$ cat config.mk
export PLATFORM = sky130hd
export DESIGN_NAME = fpl_mul64
export DESIGN_NICKNAME = d
export VERILOG_FILES = /design/src/sv/assert_macros.svh /design/src/sv/fpl_pkg.sv /design/src/sv/fpl_mul64.sv
export SDC_FILE = /design/constraint.sdc
export NUM_CORES = 2
export LEC_CHECK = 0
export BUFFER_PORTS_ARGS = -buffer_cell sky130_fd_sc_hd__buf_4
export CAP_MARGIN = 0
export CORE_MARGIN = 5
export CORE_UTILIZATION = 55
export DETAILED_ROUTE_END_ITERATION = 6
export PLACE_DENSITY = 0.75
export REMOVE_ABC_BUFFERS = 1
export SETUP_SLACK_MARGIN = 0.2
export SLEW_MARGIN = 20
export SYNTH_ARGS = -nofsm -noshare
export SYNTH_HDL_FRONTEND = slang
export SYNTH_SLANG_ARGS = --single-unit
$ cat constraint.sdc
create_clock -name clk -period 8.9 [get_ports clk]
set_input_delay 0.89 -clock clk [delete_from_list [all_inputs] [get_ports clk]]
set_output_delay 0.89 -clock clk [all_outputs]
set_load 0.05 [all_outputs]
$ cat src/sv/assert_macros.svh
// Assertion macros used by the top-level RTL file of the shift-and-add logarithm block.
`ifndef ASSERT_MACROS_SVH
`define ASSERT_MACROS_SVH

// Property checked at every rising edge of clk, skipped while rst_n is low.
`define ASSERT_CLK(label, prop, msg) \
    label: assert property (@(posedge clk) disable iff (!rst_n) (prop)) \
        else $error(msg);

// Condition that must hold in the cycle after a trigger, skipped while rst_n is low.
`define ASSERT_NEXT(label, trig, cons, msg) \
    label: assert property (@(posedge clk) disable iff (!rst_n) (trig) |=> (cons)) \
        else $error(msg);

`endif

$ cat src/sv/fpl_pkg.sv
// Package with the types, constants and logarithm table of the shift-and-add logarithm block.
`timescale 1ns / 1ps
`default_nettype none

package fpl_pkg;

    // Fraction width of argument and result.
    localparam int FRAC_BITS   = 64;
    localparam int HALF_BITS   = FRAC_BITS / 2;
    localparam int TABLE_DEPTH = 49;
    localparam int STEP_W      = 6;
    localparam int CNT_W       = $clog2(FRAC_BITS);
    localparam int WIDE_BITS   = 192;

    // Limits and reset value of the reduction step count.
    localparam logic [STEP_W-1:0] MIN_STEPS   = STEP_W'(16);
    localparam logic [STEP_W-1:0] MAX_STEPS   = STEP_W'(FRAC_BITS - 16);
    localparam logic [STEP_W-1:0] STEPS_RESET = STEP_W'(16);

    // Configuration port layout.
    localparam int PADDR_W = 3;
    localparam int PDATA_W = 32;
    localparam logic [0:0] REG_STEPS = 1'b0;

    // Reciprocal of three: floor(w / 3) = (w * DIV3_MAGIC) >> (FRAC_BITS + 1).
    localparam logic [FRAC_BITS-1:0] DIV3_MAGIC = 64'hAAAA_AAAA_AAAA_AAAB;

    // Sequencer states.
    typedef enum logic [2:0] {
        ST_IDLE,
        ST_REDUCE,
        ST_PREP,
        ST_DIVIDE,
        ST_MUL_TT,
        ST_MUL_TZ,
        ST_MUL_W3,
        ST_FINISH
    } state_t;

    // Status of the iterative multiplier.
    typedef struct packed {
        logic busy;
        logic done;
    } mul_status_t;

    typedef logic [TABLE_DEPTH-1:0][FRAC_BITS-1:0] log_table_t;

    // floor(2^(WIDE_BITS - sh) / k) by long division, evaluated at elaboration.
    function automatic logic [WIDE_BITS-1:0] series_term(int unsigned sh, int unsigned k);
        logic [WIDE_BITS-1:0] q;
        logic [8:0]           rem;
        int                   b;
        int                   top;
        q   = '0;
        rem = '0;
        top = int'(WIDE_BITS) - int'(sh);
        for (b = top; b >= 0; b--) begin
            rem = {rem[7:0], (b == top)};
            if (rem >= 9'(k)) begin
                rem  = rem - 9'(k);
                q[b] = 1'b1;
            end
        end
        return q;
    endfunction

    // floor(log(1 + 2^-i) * 2^64) from the alternating series in 192-bit working.
    function automatic logic [FRAC_BITS-1:0] log_entry(int unsigned i);
        logic [WIDE_BITS-1:0] pos_sum;
        logic [WIDE_BITS-1:0] neg_sum;
        logic [WIDE_BITS-1:0] diff;
        int unsigned          k;
        pos_sum = '0;
        neg_sum = '0;
        for (k = 1; i * k < WIDE_BITS; k++) begin
            if (k[0]) begin
                pos_sum = pos_sum + series_term(i * k, k);
            end else begin
                neg_sum = neg_sum + series_term(i * k, k);
            end
        end
        diff = pos_sum - neg_sum;
        return diff[WIDE_BITS-1:WIDE_BITS-FRAC_BITS];
    endfunction

    function automatic log_table_t build_log_table();
        log_table_t  tab;
        int unsigned i;
        tab[0] = '0;
        for (i = 1; i < TABLE_DEPTH; i++) begin
            tab[i] = log_entry(i);
        end
        return tab;
    endfunction

    // Constant table of log(1 + 2^-i), entry 0 unused.
    localparam log_table_t LOG_TABLE = build_log_table();

endpackage

`default_nettype wire

$ cat src/sv/fpl_mul64.sv
// Iterative 64x64 multiplier built on one shared 32x32 multiplier, returning the high half.
`timescale 1ns / 1ps
`default_nettype none

module fpl_mul64 (
    input  wire logic                          clk,
    input  wire logic                          rst_n,
    input  wire logic                          start,
    input  wire logic [fpl_pkg::FRAC_BITS-1:0] a,
    input  wire logic [fpl_pkg::FRAC_BITS-1:0] b,
    output logic      [fpl_pkg::FRAC_BITS-1:0] hi,
    output fpl_pkg::mul_status_t               status
);

    localparam int FB = fpl_pkg::FRAC_BITS;
    localparam int HB = fpl_pkg::HALF_BITS;

    logic [FB-1:0]   a_reg, a_next;
    logic [FB-1:0]   b_reg, b_next;
    logic            busy_reg, busy_next;
    logic [1:0]      idx_reg, idx_next;
    logic [FB-1:0]   prod_reg, prod_next;
    logic            prod_vld_reg, prod_vld_next;
    logic [1:0]      prod_idx_reg, prod_idx_next;
    logic [2*FB-1:0] acc_reg, acc_next;
    logic            done_reg, done_next;

    logic [HB-1:0]   a_half;
    logic [HB-1:0]   b_half;
    logic [2*FB-1:0] addend;

    // Partial product order: a0*b0, a0*b1, a1*b0, a1*b1.
    assign a_half = idx_reg[1] ? a_reg[FB-1:HB] : a_reg[HB-1:0];
    assign b_half = idx_reg[0] ? b_reg[FB-1:HB] : b_reg[HB-1:0];

    // Align the registered partial product to its weight.
    always_comb
    begin
        case (prod_idx_reg) inside
            2'd0:       addend = {{FB{1'b0}}, prod_reg};
            2'd1, 2'd2: addend = {{HB{1'b0}}, prod_reg, {HB{1'b0}}};
            default:    addend = {prod_reg, {FB{1'b0}}};
        endcase
    end

    // Issue and accumulate sequencing.
    always_comb
    begin
        a_next        = a_reg;
        b_next        = b_reg;
        busy_next     = busy_reg;
        idx_next      = idx_reg;
        prod_next     = prod_reg;
        prod_vld_next = 1'b0;
        prod_idx_next = prod_idx_reg;
        acc_next      = acc_reg;
        done_next     = 1'b0;

        if (start && !busy_reg) begin
            a_next    = a;
            b_next    = b;
            busy_next = 1'b1;
            idx_next  = 2'd0;
            acc_next  = '0;
        end else begin
            if (busy_reg) begin
                prod_next     = FB'(a_half) * FB'(b_half);
                prod_vld_next = 1'b1;
                prod_idx_next = idx_reg;
                idx_next      = idx_reg + 2'd1;
                if (idx_reg == 2'd3) begin
                    busy_next = 1'b0;
                end
            end
            if (prod_vld_reg) begin
                acc_next = acc_reg + addend;
                if (prod_idx_reg == 2'd3) begin
                    done_next = 1'b1;
                end
            end
        end
    end

    // Control registers.
    always_ff @(posedge clk or negedge rst_n)
    begin
        if (!rst_n) begin
            busy_reg     <= 1'b0;
            idx_reg      <= 2'd0;
            prod_vld_reg <= 1'b0;
            prod_idx_reg <= 2'd0;
            done_reg     <= 1'b0;
        end else begin
            busy_reg     <= busy_next;
            idx_reg      <= idx_next;
            prod_vld_reg <= prod_vld_next;
            prod_idx_reg <= prod_idx_next;
            done_reg     <= done_next;
        end
    end

    // Operand and product registers.
    always_ff @(posedge clk)
    begin
        a_reg    <= a_next;
        b_reg    <= b_next;
        prod_reg <= prod_next;
        acc_reg  <= acc_next;
    end

    assign hi          = acc_reg[2*FB-1:FB];
    assign status.busy = busy_reg | prod_vld_reg;
    assign status.done = done_reg;

endmodule

`default_nettype wire

; ---- Word-level counts from Yosys, hierarchy flattened
; Index checks and enable logic that the tools add are counted.
[word_totals]
elab_cells = 38
out_inout_bits = 66
mem_count = 0
mem_bits_rw = 0
in_bits = 131
regBits = 327
latch_bits = 0
romBits = 0
[op_classes]
order_cmp = 0
reduce_logical = 6
bitwise_logic = 2
div_mod_pow = 0
n_mul = 1
eq_ne = 4
n_addsub = 2
shifts = 0
n_mux = 14
[op_table]
columns = cell, n
row1 = $mux W128, 2
row2 = $add A128 B128 Y128, 1
row3 = $mul A32 B32 Y64, 1
row4 = $mux W32, 2
row5 = $mux W1, 8
row6 = $eq A2 B2 Y1 const B, 3
row7 = $mux W2, 2
row8 = $add A2 B1 Y2 const B, 1
row9 = $eq A2 B1 Y1 const B, 1
row10 = $logic_not A2 Y1, 1
row11 = $reduce_and A2 Y1, 1
row12 = $reduce_bool A2 Y1, 1
row13 = $reduce_or A2 Y1, 1
row14 = $logic_and A1 B1 Y1, 1
row15 = $logic_not A1 Y1, 1
row16 = $not A1 Y1, 1
row17 = $or A1 B1 Y1, 1

; ---- Logic depth before layout (Yosys ltp)
[logic_depth]
word_depth = 5
mapped_depth = 35
ltp_nobuf = 31

; ---- Least setup slack after synthesis
; OpenSTA, ideal clock, no wires.
[synth_path]
path_type = reg-to-reg
startpoint = reg idx_reg[0]
endpoint = reg prod_reg[51] (data pin)
slack_ns = -0.030
setup_time_ns = 0.260
path_buffers = 5
arrival_ns = 8.670
required_ns = 8.640
stages_incl_launch_ff = 30
period_less_slack_ns = 8.930
cell_sequence = dfrtp_1 > clkbuf_1 > buf_1 > buf_1 > mux2i_1 > clkbuf_1 > nor2_1 > fa_1 > inv_1 > fa_1 > inv_1 > fa_1 > fa_1 > fa_1 > fa_1 > fa_1 > fa_1 > ha_1 > clkbuf_1 > a21oi_1 > o21ai_0 > a31oi_1 > o21ai_0 > a211oi_1 > nor2_1 > or2_2 > a41oi_1 > o21ai_0 > a31o_2 > xor2_1
[synth_via]
elab_chain_cells = 2
[synth_lines]
columns = element, line_no
row1 = start: declaration, fpl_mul64.sv:21  ; logic [1:0] idx_reg, idx_next;
row2 = start signal: assignment, fpl_mul64.sv:95  ; idx_reg <= idx_next;
row3 = $mux W32, fpl_mul64.sv:34  ; assign b_half = idx_reg[0] ? b_reg[FB-1:HB] : b_reg[HB-1:0];
row4 = $mul A32 B32 Y64, fpl_mul64.sv:67  ; prod_next = FB'(a_half) * FB'(b_half);
row5 = end signal: assignment, fpl_mul64.sv:107  ; prod_reg <= prod_next;
row6 = end: declaration, fpl_mul64.sv:22  ; logic [FB-1:0] prod_reg, prod_next;
; No other way between the ends.
; A chain may end at the register's enable or synchronous reset.

; ---- Worst setup path after layout
; Ends and elaborated chain as after synthesis.

==> results.md <==
- Crit-path most repeated cell: fa_1
- DRC: 0
- Clk_skew: 0.05965 ns
- Clock latency on the worst-skew pair: 0.69 ns
- Synth cell count leaders: fa_1, inv_1, nor2_1
- Top cells by area, synth: fa_1, edfxtp_1, ha_1
- Flop2flop setup slack: 0.38 ns
- GRT Total Usage: 35.41%
- Iteration-0 DRC Markers: 4276
- F_max: 0.1174 GHz
- Vias in the first global route: 45620
- Mapped Cells: 5937
- Layout area overhead: 11.15%
- Final Hold Viols: 0
- Core area: 96420 um2
- Slew @ Worst Pin: 1.084 ns
- Setup TNS: 0 ns
- Top cell type by total area after synthesis: fa_1
- Syn avg cell area: 8.974 um2
- Crit start category: register
- Antenna violations before repair: 3
- Fin. max-slew vios: 0
- RSZ-0062 raised after global routing: false
- Via Count: 44220
- CP max-delay cell: fa_1
- Layout Nets: 7476
- RePlAce Congestion: 1.048
- GR Overflow Total: 0
- Maxcap violations: 0
- CP max FO: 10
- Fraction of layout cells with a size suffix above 1: 11.48%
- Clock transition at the registers of the reported paths: 0.07 ns
- DR WL/cell: 25.21 um
- Status: completed
- Die W: 321.2 um
- Register bit count reported by yosys: 327
- Hold/Removal Path Class: input port to async pin
- Main synth FF type: edfxtp_1
- # clock sinks: 327
- Critical Path AT: 8.90 ns
- Async SR Flop Fraction: 2.141%
- Routed Wire Length: 185.7 mm
- Crit path required time: 9.28 ns
- R2R Path End: prod_reg[51]
- Clk buf depth: 3
- Reg-to-Reg Start: idx_reg[0]
- Seq/Total Area, Yosys: 15.96%
- Num CTS Buffers: 43
- Cell area after synthesis: 53280 um2
- IO Port Bufs: 196
- Synth warn: 0
- Setup violations, final: 0
- CP peak stage delay: 0.55 ns
- Row cnt: 114
- Distinct cells, synth: 97
- Htree depth: 2
- Critical Path Sink: prod_reg[51]
- CP Launch Point: idx_reg[0]
- Crit path capture type: register
- I/O Pins: 197
- Final min period: 8.520 ns
- Post-synth top area share: 33.71%
- Max FFs per register: 128
- Reg2Reg Depth: 29
- Via density: 6.002
- Clock root cell: clkbuf_16
- Largest net degree at the start of global routing: 110
- Die ar.: 103200 um2
- Final worst-path cycle share: 95.73%
- Post-synth EDFFs: 192
- First-pass GRT wire length: 276.0 mm
- Rel. slew slack: 27.40%
- CTS tree: yes
- CP Class: register to register
- ANT nets after route: 0
- HPWL Detailed: 150.5 mm
- Post-CTS Hold Buffers: 0
- Chip height: 321.2 um
- TritonRoute pass-1 iters: 6
- Initial core utilization: 55.25%
-- cell usage in the layout (no fill, tap or decap), drive strengths merged, types with 23 or more instances in the layout --
master	synthesis	layout
buf	111	433
xor2	63	63
nand3	39	39
clkbuf	253	57
and2	81	81
inv	897	905
a31oi	26	26
o21bai	43	43
edfxtp	192	192
o21a	23	23
a21oi	275	275
nand4	80	80
nor3	40	40
o21ai	171	171
mux2i	174	174
nor2	855	855
dfxtp	128	128
nand2	646	646
xnor2	105	105
a21o	110	110
mux2	62	62
fa	897	897
a22o	33	33
nor2b	24	24
ha	393	393
-- what timing repair did --
| action | CTS | global route |
|---|---|---|
| buffers inserted | 6 | 24 |
| setup endpoints to repair | 10 | 14 |
| gates resized for setup | 4 | 91 |
| pin swaps | 1 | 19 |
| gates cloned | 0 | 4 |
-- per-stage QoR --
step,setup slack (ns),std cells,hold WS [ns],utilization (%),cell area (um2)
2_1_floorplan,-1.207,5573,0.4453,-,51620
3_3_place_gp,0.1487,7252,0.4562,58.98,56870
3_5_place_dp,-0.009670,7252,0.4606,58.98,56870
4_1_cts,0.1911,7338,0.006554,60.64,58470
5_1_grt,0.1663,7366,0.01981,61.41,59210
6_report,0.3803,7367,0.03196,61.41,59210
-- metal layers --
metal / wire (um) / global-route usage, %
met5: 28 / 0
met2: 81330 / 54.72
met3: 22490 / 10.58
met1: 66840 / 44.29
met4: 15070 / 20.93
-- cell families (layout without fill, tap and decap cells) --
kind of cell | count (synthesis) | after routing | synth area share (%)
multiplexers | 236 | 236 | 4.580
other | 0 | 1 | 0
adder cells (fa/ha/maj) | 1290 | 1290 | 42.94
AO/OA/AOI/OAI | 801 | 801 | 9.648
XOR/XNOR | 168 | 168 | 2.762
flip-flops | 327 | 327 | 15.96
buffers and inverters | 1262 | 1415 | 9.436
AND/OR/NAND/NOR | 1853 | 1853 | 14.68
-- worst min-delay path by stage --
| stage | from | end | slack, ns | cells past startpoint |
|---|---|---|---|---|
| global route | rst_n | idx_reg[1] | 0.02 | 1 |
| finish | rst_n | idx_reg[1] | 0.03 | 1 |
| global placement | acc_reg[47] | acc_reg[47] | 0.46 | 2 |
| detailed placement | acc_reg[47] | acc_reg[47] | 0.46 | 2 |
| floorplan | acc_reg[6] | acc_reg[6] | 0.45 | 2 |
| CTS | rst_n | idx_reg[1] | 0.007 | 1 |
-- layout make-up --
cell class / count / area [um2]
clock buffer: 53 / 1207
sequential: 327 / 8516
antenna: 1 / 2.502
timing repair buffer: 437 / 3941
tap: 1276 / 1597
clock inverter: 27 / 297.8
inverter: 898 / 3378
multi-input combinational: 4348 / 40270
fill: 8122 / 37210
-- worst max-delay path, delay by kind of cell (launching register included) --
family          cells  cell delay [ns]
buf+inv             7             0.89
xor+xnor            1             0.14
fa+ha+maj           9             4.17
flops               1             0.52
compound gates      8             1.63
mux                 1             0.21
simple gates        3             0.63
Power is left out: the tool's default activity adds up to more than one toggle a clock period on the data nets, which glitch-free logic cannot reach.
